File: src/hdl/ifmt_pkg.sv
package ifmt_pkg;

  localparam int unsigned MaxFieldDefault = 64;

  localparam int unsigned ValueWidth = 64;
  localparam int unsigned BcdDigits  = 20;
  localparam int unsigned BufDigits  = 22;

  localparam logic [2:0] CONV_SDEC  = 3'd0;
  localparam logic [2:0] CONV_UDEC  = 3'd1;
  localparam logic [2:0] CONV_OCT   = 3'd2;
  localparam logic [2:0] CONV_HEXL  = 3'd3;
  localparam logic [2:0] CONV_HEXU  = 3'd4;
  localparam logic [2:0] CONV_PTR   = 3'd5;
  localparam logic [2:0] CONV_RSVD6 = 3'd6;
  localparam logic [2:0] CONV_RSVD7 = 3'd7;

  localparam logic [2:0] LEN_INT     = 3'd0;
  localparam logic [2:0] LEN_CHAR    = 3'd1;
  localparam logic [2:0] LEN_SHORT   = 3'd2;
  localparam logic [2:0] LEN_LONG    = 3'd3;
  localparam logic [2:0] LEN_LLONG   = 3'd4;
  localparam logic [2:0] LEN_INTMAX  = 3'd5;
  localparam logic [2:0] LEN_SIZE    = 3'd6;
  localparam logic [2:0] LEN_PTRDIFF = 3'd7;

  localparam logic [6:0] CH_SPACE = 7'h20;
  localparam logic [6:0] CH_ZERO  = 7'h30;
  localparam logic [6:0] CH_MINUS = 7'h2D;
  localparam logic [6:0] CH_LX    = 7'h78;
  localparam logic [6:0] CH_UX    = 7'h58;

  function automatic logic [6:0] digit_char(input logic [3:0] d, input logic upper);
    logic [6:0] r;
    if (d < 4'd10) begin
      r = CH_ZERO + {3'd0, d};
    end else if (upper) begin
      r = 7'h41 + {3'd0, d - 4'd10};
    end else begin
      r = 7'h61 + {3'd0, d - 4'd10};
    end
    return r;
  endfunction

  function automatic logic [6:0] nil_char(input logic [4:0] left);
    logic [6:0] r;
    case (left)
      5'd5:    r = 7'h28;
      5'd4:    r = 7'h6E;
      5'd3:    r = 7'h69;
      5'd2:    r = 7'h6C;
      default: r = 7'h29;
    endcase
    return r;
  endfunction

endpackage

File: src/hdl/ifmt_bcd.sv
module ifmt_bcd (
  input  logic        clk_i,
  input  logic        rst_ni,
  input  logic        start_i,
  input  logic [63:0] value_i,
  output logic        done_o,
  output logic [79:0] bcd_o
);

  logic [63:0] sh_q, sh_d;
  logic [79:0] bcd_q, bcd_d, adj;
  logic [6:0]  cnt_q, cnt_d;
  logic        run_q, run_d;

  always_comb begin
    for (int i = 0; i < ifmt_pkg::BcdDigits; i++) begin
      adj[4*i +: 4] = (bcd_q[4*i +: 4] >= 4'd5) ? bcd_q[4*i +: 4] + 4'd3 : bcd_q[4*i +: 4];
    end
    sh_d   = sh_q;
    bcd_d  = bcd_q;
    cnt_d  = cnt_q;
    run_d  = run_q;
    done_o = 1'b0;
    if (start_i) begin
      sh_d  = value_i;
      bcd_d = '0;
      cnt_d = 7'd64;
      run_d = 1'b1;
    end else if (run_q) begin
      bcd_d = {adj[78:0], sh_q[63]};
      sh_d  = {sh_q[62:0], 1'b0};
      cnt_d = cnt_q - 7'd1;
      if (cnt_q == 7'd1) begin
        run_d  = 1'b0;
        done_o = 1'b1;
      end
    end
  end

  assign bcd_o = bcd_d;

  always_ff @(posedge clk_i or negedge rst_ni) begin
    if (!rst_ni) begin
      run_q <= 1'b0;
      cnt_q <= '0;
    end else begin
      run_q <= run_d;
      cnt_q <= cnt_d;
    end
  end

  always_ff @(posedge clk_i) begin
    sh_q  <= sh_d;
    bcd_q <= bcd_d;
  end

endmodule

File: src/hdl/integer_field_formatter_top.sv
// Formats one integer conversion request into ASCII characters, one per output
// transfer, with last_char_o on the final character. A request is taken only
// while in_stall_o is low. Decimal requests first pass through a bit-serial
// binary-to-BCD converter; every request then skips leading zero digits and
// passes a setup state, after which one character leaves per cycle while
// out_stall_i does not hold the output. Conversion codes six and seven are
// accepted and produce nothing.
module integer_field_formatter_top #(
  parameter int unsigned MAX_FIELD = ifmt_pkg::MaxFieldDefault
) (
  input  logic        clk_i,
  input  logic        rst_ni,
  input  logic        in_valid_i,
  output logic        in_stall_o,
  input  logic [63:0] value_i,
  input  logic [2:0]  conversion_i,
  input  logic [2:0]  length_mod_i,
  input  logic        left_justify_i,
  input  logic        zero_pad_i,
  input  logic        alt_form_i,
  input  logic [6:0]  field_width_i,
  input  logic        has_precision_i,
  input  logic [5:0]  precision_i,
  output logic        out_valid_o,
  input  logic        out_stall_i,
  output logic [6:0]  character_o,
  output logic        last_char_o
);

  localparam logic [2:0] ST_IDLE  = 3'd0;
  localparam logic [2:0] ST_CONV  = 3'd1;
  localparam logic [2:0] ST_NORM  = 3'd2;
  localparam logic [2:0] ST_SETUP = 3'd3;
  localparam logic [2:0] ST_EMIT  = 3'd4;

  localparam logic [6:0] WMax = 7'(MAX_FIELD);
  localparam logic [5:0] PMax = 6'(MAX_FIELD - 2);

  logic [2:0]  state_q, state_d;
  logic [2:0]  conv_q;
  logic        left_q, zpad_q, alt_q, neg_q, nil_q, zero_q;
  logic [6:0]  w_q;
  logic [5:0]  p_q;
  logic [87:0] buf_q, buf_d;
  logic [4:0]  len_q, len_d;

  logic [6:0]  lead_q, zp_q, trail_q, tot_q;
  logic [5:0]  fill_q;
  logic [1:0]  pre_q;
  logic [13:0] pfx_q;

  logic        ov_q;
  logic [6:0]  ch_q;
  logic        last_q;

  logic        accept, load;
  logic [63:0] ext, mag;
  logic [65:0] oct_src;
  logic [87:0] oct_buf;
  logic        bcd_done;
  logic [79:0] bcd;

  logic [4:0]  s_len;
  logic [1:0]  s_plen;
  logic [5:0]  s_fill;
  logic [6:0]  s_used, s_pad;
  logic [13:0] s_pfx;
  logic        emit;
  logic [6:0]  e_ch;

  assign accept     = in_valid_i && !in_stall_o;
  assign load       = accept && (conversion_i <= ifmt_pkg::CONV_PTR);
  assign in_stall_o = (state_q != ST_IDLE);

  always_comb begin
    ext = value_i;
    if (conversion_i != ifmt_pkg::CONV_PTR) begin
      case (length_mod_i)
        ifmt_pkg::LEN_INT: begin
          ext = {32'd0, value_i[31:0]};
          if (conversion_i == ifmt_pkg::CONV_SDEC) ext[63:32] = {32{value_i[31]}};
        end
        ifmt_pkg::LEN_CHAR: begin
          ext = {56'd0, value_i[7:0]};
          if (conversion_i == ifmt_pkg::CONV_SDEC) ext[63:8] = {56{value_i[7]}};
        end
        ifmt_pkg::LEN_SHORT: begin
          ext = {48'd0, value_i[15:0]};
          if (conversion_i == ifmt_pkg::CONV_SDEC) ext[63:16] = {48{value_i[15]}};
        end
        default: ext = value_i;
      endcase
    end
    mag = (conversion_i == ifmt_pkg::CONV_SDEC && ext[63]) ? (~ext + 64'd1) : ext;
    oct_src = {2'b00, mag};
    for (int i = 0; i < ifmt_pkg::BufDigits; i++) begin
      oct_buf[4*i +: 4] = {1'b0, oct_src[3*i +: 3]};
    end
  end

  ifmt_bcd u_bcd (
    .clk_i   (clk_i),
    .rst_ni  (rst_ni),
    .start_i (load && conversion_i <= ifmt_pkg::CONV_UDEC),
    .value_i (mag),
    .done_o  (bcd_done),
    .bcd_o   (bcd)
  );

  always_comb begin
    s_len  = nil_q ? 5'd5 : len_q;
    s_plen = 2'd0;
    s_pfx  = '0;
    if (!nil_q) begin
      if (neg_q) begin
        s_plen = 2'd1;
        s_pfx  = {ifmt_pkg::CH_MINUS, 7'd0};
      end else if (conv_q == ifmt_pkg::CONV_OCT && alt_q && !zero_q) begin
        s_plen = 2'd1;
        s_pfx  = {ifmt_pkg::CH_ZERO, 7'd0};
      end else if (conv_q == ifmt_pkg::CONV_PTR ||
                   ((conv_q == ifmt_pkg::CONV_HEXL || conv_q == ifmt_pkg::CONV_HEXU) &&
                    alt_q && !zero_q)) begin
        s_plen = 2'd2;
        s_pfx  = {ifmt_pkg::CH_ZERO,
                  (conv_q == ifmt_pkg::CONV_HEXU) ? ifmt_pkg::CH_UX : ifmt_pkg::CH_LX};
      end
    end
    s_fill = '0;
    if (!nil_q && p_q > {1'b0, s_len}) s_fill = p_q - {1'b0, s_len};
    if (conv_q == ifmt_pkg::CONV_OCT && s_plen == 2'd1 && s_fill != 6'd0)
      s_fill = s_fill - 6'd1;
    s_used = {2'd0, s_len} + {5'd0, s_plen} + {1'b0, s_fill};
    s_pad  = (w_q > s_used) ? w_q - s_used : 7'd0;
  end

  always_comb begin
    emit = (state_q == ST_EMIT) && (!ov_q || !out_stall_i);
    if (lead_q != 7'd0) begin
      e_ch = ifmt_pkg::CH_SPACE;
    end else if (pre_q != 2'd0) begin
      e_ch = pfx_q[13:7];
    end else if (zp_q != 7'd0 || fill_q != 6'd0) begin
      e_ch = ifmt_pkg::CH_ZERO;
    end else if (len_q != 5'd0) begin
      e_ch = nil_q ? ifmt_pkg::nil_char(len_q)
                   : ifmt_pkg::digit_char(buf_q[87:84], conv_q == ifmt_pkg::CONV_HEXU);
    end else begin
      e_ch = ifmt_pkg::CH_SPACE;
    end
  end

  always_comb begin
    state_d = state_q;
    buf_d   = buf_q;
    len_d   = len_q;
    unique case (state_q)
      ST_IDLE: begin
        if (load) begin
          len_d = 5'(ifmt_pkg::BufDigits);
          case (conversion_i) inside
            ifmt_pkg::CONV_SDEC, ifmt_pkg::CONV_UDEC: state_d = ST_CONV;
            ifmt_pkg::CONV_OCT: begin
              buf_d   = oct_buf;
              state_d = ST_NORM;
            end
            default: begin
              buf_d   = {24'd0, mag};
              state_d = ST_NORM;
            end
          endcase
        end
      end
      ST_CONV: begin
        if (bcd_done) begin
          buf_d   = {8'd0, bcd};
          state_d = ST_NORM;
        end
      end
      ST_NORM: begin
        if (buf_q[87:84] == 4'd0 && len_q > 5'd1) begin
          buf_d = {buf_q[83:0], 4'd0};
          len_d = len_q - 5'd1;
        end else begin
          state_d = ST_SETUP;
        end
      end
      ST_SETUP: begin
        len_d   = s_len;
        state_d = ST_EMIT;
      end
      ST_EMIT: begin
        if (emit) begin
          if (lead_q == 7'd0 && pre_q == 2'd0 && zp_q == 7'd0 && fill_q == 6'd0 &&
              len_q != 5'd0) begin
            buf_d = {buf_q[83:0], 4'd0};
            len_d = len_q - 5'd1;
          end
          if (tot_q == 7'd1) state_d = ST_IDLE;
        end
      end
      default: state_d = ST_IDLE;
    endcase
  end

  always_ff @(posedge clk_i or negedge rst_ni) begin
    if (!rst_ni) begin
      state_q <= ST_IDLE;
      ov_q    <= 1'b0;
      tot_q   <= '0;
      lead_q  <= '0;
      pre_q   <= '0;
      zp_q    <= '0;
      fill_q  <= '0;
      trail_q <= '0;
    end else begin
      state_q <= state_d;
      if (emit) begin
        ov_q  <= 1'b1;
        tot_q <= tot_q - 7'd1;
        if (lead_q != 7'd0) begin
          lead_q <= lead_q - 7'd1;
        end else if (pre_q != 2'd0) begin
          pre_q <= pre_q - 2'd1;
        end else if (zp_q != 7'd0) begin
          zp_q <= zp_q - 7'd1;
        end else if (fill_q != 6'd0) begin
          fill_q <= fill_q - 6'd1;
        end else if (len_q == 5'd0) begin
          trail_q <= trail_q - 7'd1;
        end
      end else if (!out_stall_i) begin
        ov_q <= 1'b0;
      end
      if (state_q == ST_SETUP) begin
        lead_q  <= (!zpad_q && !left_q) ? s_pad : 7'd0;
        zp_q    <= zpad_q ? s_pad : 7'd0;
        trail_q <= left_q ? s_pad : 7'd0;
        pre_q   <= s_plen;
        fill_q  <= s_fill;
        tot_q   <= s_used + s_pad;
      end
    end
  end

  always_ff @(posedge clk_i) begin
    buf_q <= buf_d;
    len_q <= len_d;
    if (load) begin
      conv_q <= conversion_i;
      left_q <= left_justify_i;
      zpad_q <= zero_pad_i && !left_justify_i;
      alt_q  <= alt_form_i;
      neg_q  <= (conversion_i == ifmt_pkg::CONV_SDEC) && ext[63];
      nil_q  <= (conversion_i == ifmt_pkg::CONV_PTR) && (value_i == 64'd0);
      zero_q <= (mag == 64'd0);
      w_q    <= (field_width_i > WMax) ? WMax : field_width_i;
      p_q    <= !has_precision_i ? 6'd0 : ((precision_i > PMax) ? PMax : precision_i);
    end
    if (state_q == ST_SETUP) begin
      pfx_q <= s_pfx;
    end else if (emit && lead_q == 7'd0 && pre_q != 2'd0) begin
      pfx_q <= {pfx_q[6:0], 7'd0};
    end
    if (emit) begin
      ch_q   <= e_ch;
      last_q <= (tot_q == 7'd1);
    end
  end

  assign out_valid_o = ov_q;
  assign character_o = ch_q;
  assign last_char_o = last_q;

endmodule

File: config.mk
export PLATFORM = sky130hd
export DESIGN_NAME = integer_field_formatter_top
export DESIGN_NICKNAME = d
export VERILOG_FILES = /design/src/hdl/ifmt_pkg.sv /design/src/hdl/ifmt_bcd.sv /design/src/hdl/integer_field_formatter_top.sv
export SDC_FILE = /design/constraint.sdc
export NUM_CORES = 1
export LEC_CHECK = 0
export ABC_CLOCK_PERIOD_IN_PS = 11010
export BUFFER_PORTS_ARGS = -buffer_cell sky130_fd_sc_hd__clkbuf_2
export CAP_MARGIN = 20
export CORE_UTILIZATION = 55
export CTS_BUF_LIST = sky130_fd_sc_hd__clkbuf_2
export CTS_CLUSTER_SIZE = 14
export DETAILED_ROUTE_END_ITERATION = 6
export PLACE_DENSITY = 0.81
export SLEW_MARGIN = 20
export SYNTH_ARGS = -nofsm -noshare
export SYNTH_HDL_FRONTEND = slang
export SYNTH_SLANG_ARGS = --single-unit
File: constraint.sdc
create_clock -name clk_i -period 11.01 [get_ports clk_i]
set_clock_uncertainty 0.1 [all_clocks]
set_input_delay 2.202 -clock clk_i [delete_from_list [all_inputs] [get_ports clk_i]]
set_output_delay 2.202 -clock clk_i [all_outputs]
set_load 0.03 [all_outputs]
### Word level (Yosys, flattened, before mapping)

Index checks and enable logic that the tools add are counted.

| word-level totals | value |
|---|---|
| register bits | 322 |
| input port bits | 91 |
| output and inout port bits | 10 |
| word-level logic and storage cells | 301 |

| operators by class | value |
|---|---|
| $add $sub $neg | 38 |
| order comparisons | 28 |
| equal/unequal tests | 33 |
| muxes and demuxes | 105 |
| bitwise operators | 2 |
| reductions and logical operators | 69 |

Operators with widths:

| kind | number |
|---|---|
| 88-bit two-way mux | 6 |
| 88-bit one-hot mux with 4 select lines | 1 |
| 64-bit two-way mux | 4 |
| 64-bit one-hot mux with 3 select lines | 1 |
| 80-bit two-way mux | 2 |
| 7-bit two-way mux | 21 |
| 64-bit zero test | 2 |
| 85-bit two-way mux | 1 |
| 4-bit by 3-bit >= comparator with 1-bit output (second input constant) | 20 |
| 4-bit by 2-bit adder with 4-bit output (second input constant) | 19 |
| 4-bit two-way mux | 19 |
| 64-bit by 1-bit adder with 64-bit output (second input constant) | 1 |
| 64-bit NOT | 1 |
| 6-bit two-way mux | 10 |
| 56-bit two-way mux | 1 |
| 13-bit two-way mux | 4 |
| 48-bit two-way mux | 1 |
| 32-bit two-way mux | 1 |
| 14-bit two-way mux | 2 |
| 7-bit one-hot mux with 4 select lines | 1 |
| 7-bit by 1-bit subtractor with 7-bit output (second input constant) | 4 |
| 5-bit two-way mux | 5 |
| 1-bit logical AND | 22 |
| 5-bit one-hot mux with 4 select lines | 1 |
| other kinds (55) | 125 |

### Longest topological paths before layout

| depth | value |
|---|---|
| word-level depth | 18 |
| depth in mapped cells | 43 |
| mapped depth without buffers | 40 |

### Hierarchy

A second synthesis with hierarchy kept.

| unflattened totals | value |
|---|---|
| cells, all modules | 2227 |
| area, all modules | 20843.7 um^2 |

Modules (own cells, without submodules):

| module | times used | cells each | area each (um^2) | seq. area each (um^2) |
|---|---|---|---|---|
| integer_field_formatter_top | 1 | 1435 | 12715.9 | 4729.5 |
| ifmt_bcd | 1 | 792 | 8127.8 | 3723.6 |

### Worst setup path after synthesis

Ideal clock, no wire load.

| timing path | value |
|---|---|
| kind | register -> register |
| from | register nil_q |
| to | register tot_q[6] |
| library setup time | 0.136 ns |
| data arrival time | 7.361 ns |
| data required time | 10.774 ns |
| setup slack | 3.412 ns |
| stages on the path, launching flop included | 41 |
| path buffers | 3 |
| period minus slack after synthesis | 7.598 ns |
| cell sequence | edfxtp_1 > clkbuf_1 > clkbuf_1 > clkbuf_1 > nor2_1 > inv_1 > ha_1 > inv_1 > fa_1 > a21o_1 > a21oi_1 > o21bai_1 > a21oi_1 > nor2_1 > nand2_1 > ha_1 > nand2_1 > o21ai_1 > [... 5 more ...] > inv_1 > ha_1 > o21ai_0 > a21oi_1 > o21a_1 > o21ai_0 > a21oi_1 > nand2b_1 > inv_1 > ha_1 > fa_1 > a21o_1 > a21oi_1 > o21bai_1 > a21oi_1 > xnor2_1 > xnor2_1 > o21ai_0 |

| between the ends | value |
|---|---|
| word-level cells in the longest chain between the ends | 12 |
| elaborated cells on any way between the ends | 20 |
| those cells by class | add/sub: 6; order compare: 2; eq/ne: 1; mux: 6; reduce/logical: 5 |

RTL lines:

| item | RTL line | source |
|---|---|---|
| start: declaration | integer_field_formatter_top.sv:41 | `logic left_q, zpad_q, alt_q, neg_q, nil_q, zero_q;` |
| start signal: assignment | integer_field_formatter_top.sv:255 | `nil_q <= (conversion_i == ifmt_pkg::CONV_PTR) && (value_i == 64'd0);` |
| parallel branches: the longest is 7 deep, another holds 6-bit by 5-bit > comparator with 1-bit output | n/a |  |
| 6-bit by 6-bit adder with 7-bit output * | integer_field_formatter_top.sv:133 | `s_used = {2'd0, s_len} + {5'd0, s_plen} + {1'b0, s_fill};` |
| 7-bit subtractor / 7-bit > comparator (equally long branches) | integer_field_formatter_top.sv:134 | `s_pad = (w_q > s_used) ? w_q - s_used : 7'd0;` |
| 7-bit two-way mux | integer_field_formatter_top.sv:134 |  |
| 7-bit adder * | integer_field_formatter_top.sv:241 | `tot_q <= s_used + s_pad;` |
| 7-bit two-way mux * | integer_field_formatter_top.sv:235 | `if (state_q == ST_SETUP) begin` |
| end signal: assignment | integer_field_formatter_top.sv:220 | `tot_q <= tot_q - 7'd1;` |
| end signal: assignment | integer_field_formatter_top.sv:241 |  |
| end: declaration | integer_field_formatter_top.sv:47 | `logic [6:0] lead_q, zp_q, trail_q, tot_q;` |

Mark *: on every way between the ends.
A chain may end at the register's enable or synchronous reset.

### Worst setup path after layout

Ends and elaborated chain as after synthesis.

==> out/metrics.yaml <==
cts_made_buffers: 82
path_max_fanout: 27
tightest_slew_ns: 1.14
rrSetupSlack_ns: 2.31
clock_power_share: 0.184
die_y_um: 190
yosysMostFrequentCell: "nand2_1"
clk_pin_slew_ns: 0.11
grt_pass1_vias: 16500
pwr-share-seq: 0.406
gp_congestion: 0.972
syn_inst: 2154
critPathMaxStageDelay_ns: 0.88
numPortBuffers: 100
crit_type: "reg2reg"
initial_utilization: 0.561
via_count: 17500
drc: 8
largest_register_ffs: 88
drtIter0Drc: 2125
ys.flop_type: "edfxtp_1"
place_hpwl_um: 40000
numClockSinks: 315
startpoint: "nil_q"
leakagePower_uw: 0.00850
whs_ns: 0.389
p_comb_frac: 0.410
syn_avg_cell_area_um2: 9.05
rsz0062_at_grt: "no"
via_per_inst: 6.34
syn2layout_area_growth_pct: 8.08
vdd_drop_max_uv: 175
track_usage: 0.310
first_pass_iters: 7
fin_crit_sh: 0.791
register_area_um2: 8460
crit_path_end_kind: "flip-flop"
gr-usage-met2: 0.537
reg.largest.list: "buf_q (88), u_bcd.bcd_q (80), u_bcd.sh_q (64)"
hold_path_depth: 2
slew_violations: 0
hold_buffers: 0
routedWlPerCell_um: 20.5
grt_max_degree: 88
crit_cells: 39
tns_ns: 0
cp.buffers_inverters: 5
coreArea_um2: 34700
rr_worst_depth: 39
cp-start-kind: "flip-flop"
synth_area_leaders: "edfxtp_1 30%, dfxtp_1 8.2%, ha_1 5.5%"
hold_violations: 0
grt_pass1_wl_um: 88200
multi_input_comb_area_um2: 10200
clock_latency_ns: 0.96
fp.dieW_um: 190
cp_common_cell: "a21oi_1"
synth_top_area_share: 0.299
yosysSeqAreaShare: 0.434
grt.met3_usage: 0.0469
cap_violations: 0
drt.antenna.violating_nets: 0
fin_nets: 2424
crit_arrival_ns: 9.36
antenna_found_initial: 1
max_freq_mhz: 115
p_sw_uw: 1880
post-cts-setup-buffers: 0
finish.instance_area_um2: 21100
p_sw_frac: 0.416
cts_tree: "done"
ys_seq_elements: 315
h-tree-depth: 3
crit_end: "tot_q[6]"
met1_usage: 0.376
setup_viol: 0
synth_top_cells_by_count: "236 x nand2_1, 194 x edfxtp_1, 193 x nor2_1"
synth-edff-count: 194
drive_gt1_frac: 0.138
clockBufferDepth: 3
grt-busiest-layer: "met2"
yosysTopAreaCell: "edfxtp_1"
crit_family: "adder cells"
cp_slowest_cell: "edfxtp_1"
fillers: 2989
cts_root_buffer: "clkbuf_2"
p_per_area_nw_per_um2: 215
hold_path.class: "reg2reg"
holdCritStartpoint: "u_bcd.bcd_q[78]"
r2r-start: "nil_q"
yosysWarningCount: 0
row_count: 68
largest_register: "buf_q"
async_reset_ff_frac: 0.130
p_int_uw: 2650
setup_ws_ns: 2.31
violations: "DRC"
synth_cell_types: 97
dieArea_um2: 36200
layout_min_cycle_time_ns: 8.70
dpl_worst_slack_ns: 2.48
routed_wl_um: 56700
grt_overflow_total: 0
cts_resized: 0
cp.required_ns: 11.67
slew_headroom: 0.237
reg2reg_to: "tot_q[6]"
syn_nets: 2336
syn_area_um2: 19500
placed_area_um2: 20300
ios: 101
outcome: "finished, violations left"
worst min path at each step:
stage,to
2_1_floorplan,u_bcd.bcd_q[79]
5_1_grt,u_bcd.bcd_q[79]
3_5_place_dp,u_bcd.bcd_q[79]
6_report,u_bcd.bcd_q[79]
3_3_place_gp,u_bcd.bcd_q[79]
4_1_cts,u_bcd.bcd_q[79]
cells in the final DEF, fill, tap and decap left out, types with 21 or more instances in the layout:
| cell | instances |
|---|---|
| xnor2_1 | 61 |
| nand2_1 | 235 |
| dfxtp_1 | 80 |
| nand2b_1 | 30 |
| a222oi_1 | 35 |
| o21ai_0 | 190 |
| buf_4 | 22 |
| a22oi_1 | 37 |
| a21oi_1 | 159 |
| nand3_1 | 52 |
| edfxtp_1 | 194 |
| a211oi_1 | 49 |
| clkbuf_2 | 227 |
| nor2_1 | 193 |
| ha_1 | 85 |
| nor3_1 | 60 |
| nor2b_1 | 26 |
| inv_1 | 112 |
| dfrtp_1 | 40 |
| or3_1 | 21 |
power by group through the flow:
| stage | logic [µW] | clock network [µW] | registers [µW] |
|---|---|---|---|
| 2_1_floorplan | 1360 | 0 | 1810 |
| 3_3_place_gp | 1750 | 0 | 1840 |
| 3_5_place_dp | 1830 | 0 | 1850 |
| 4_1_cts | 1840 | 840 | 1830 |
| 5_1_grt | 2060 | 901 | 1870 |
| 6_report | 1860 | 834 | 1840 |
worst min-delay path: stages, from the launching register on:
cell     delay, ns
dfxtp_1       0.34
nand3_1       0.08
a21oi_1       0.08
layout make-up:
type                       instances  share of cell area
multi-input combinational       1606               0.482
sequential                       315               0.402
timing repair buffer             123              0.0321
clock buffer                     127              0.0302
tap                              455              0.0270
inverter                         114              0.0203
clock inverter                    27             0.00630
antenna                            1            0.000119
kinds of logic (layout without fill, tap and decap cells):
| family | count (synthesis) | in the layout | synth area share |
|---|---|---|---|
| buffers and inverters | 233 | 391 | 0.0471 |
| xor gates and xnor gates | 81 | 81 | 0.0364 |
| other | 0 | 1 | 0 |
| adders and majority gates | 91 | 91 | 0.0607 |
| and+or+nand+nor | 763 | 763 | 0.192 |
| muxes | 24 | 24 | 0.0130 |
| AOI/OAI and AO/OA | 647 | 647 | 0.217 |
| DFF | 315 | 315 | 0.434 |
metrics by stage:
step	cells	utilization	power, µW
after floorplan	2154	-	3170
after global placement	2613	0.584	3590
after detailed placement	2613	0.584	3680
after CTS	2767	0.607	4510
after global routing	2768	0.607	4830
final	2768	0.607	4530
per-layer routing:
layer,routed length [µm],vias up
li1,-,8212
met5,0,-
met4,2750,0
met3,3730,176
met2,28200,873
met1,22000,8282
Note: power is estimated with default switching activity, not from simulation.
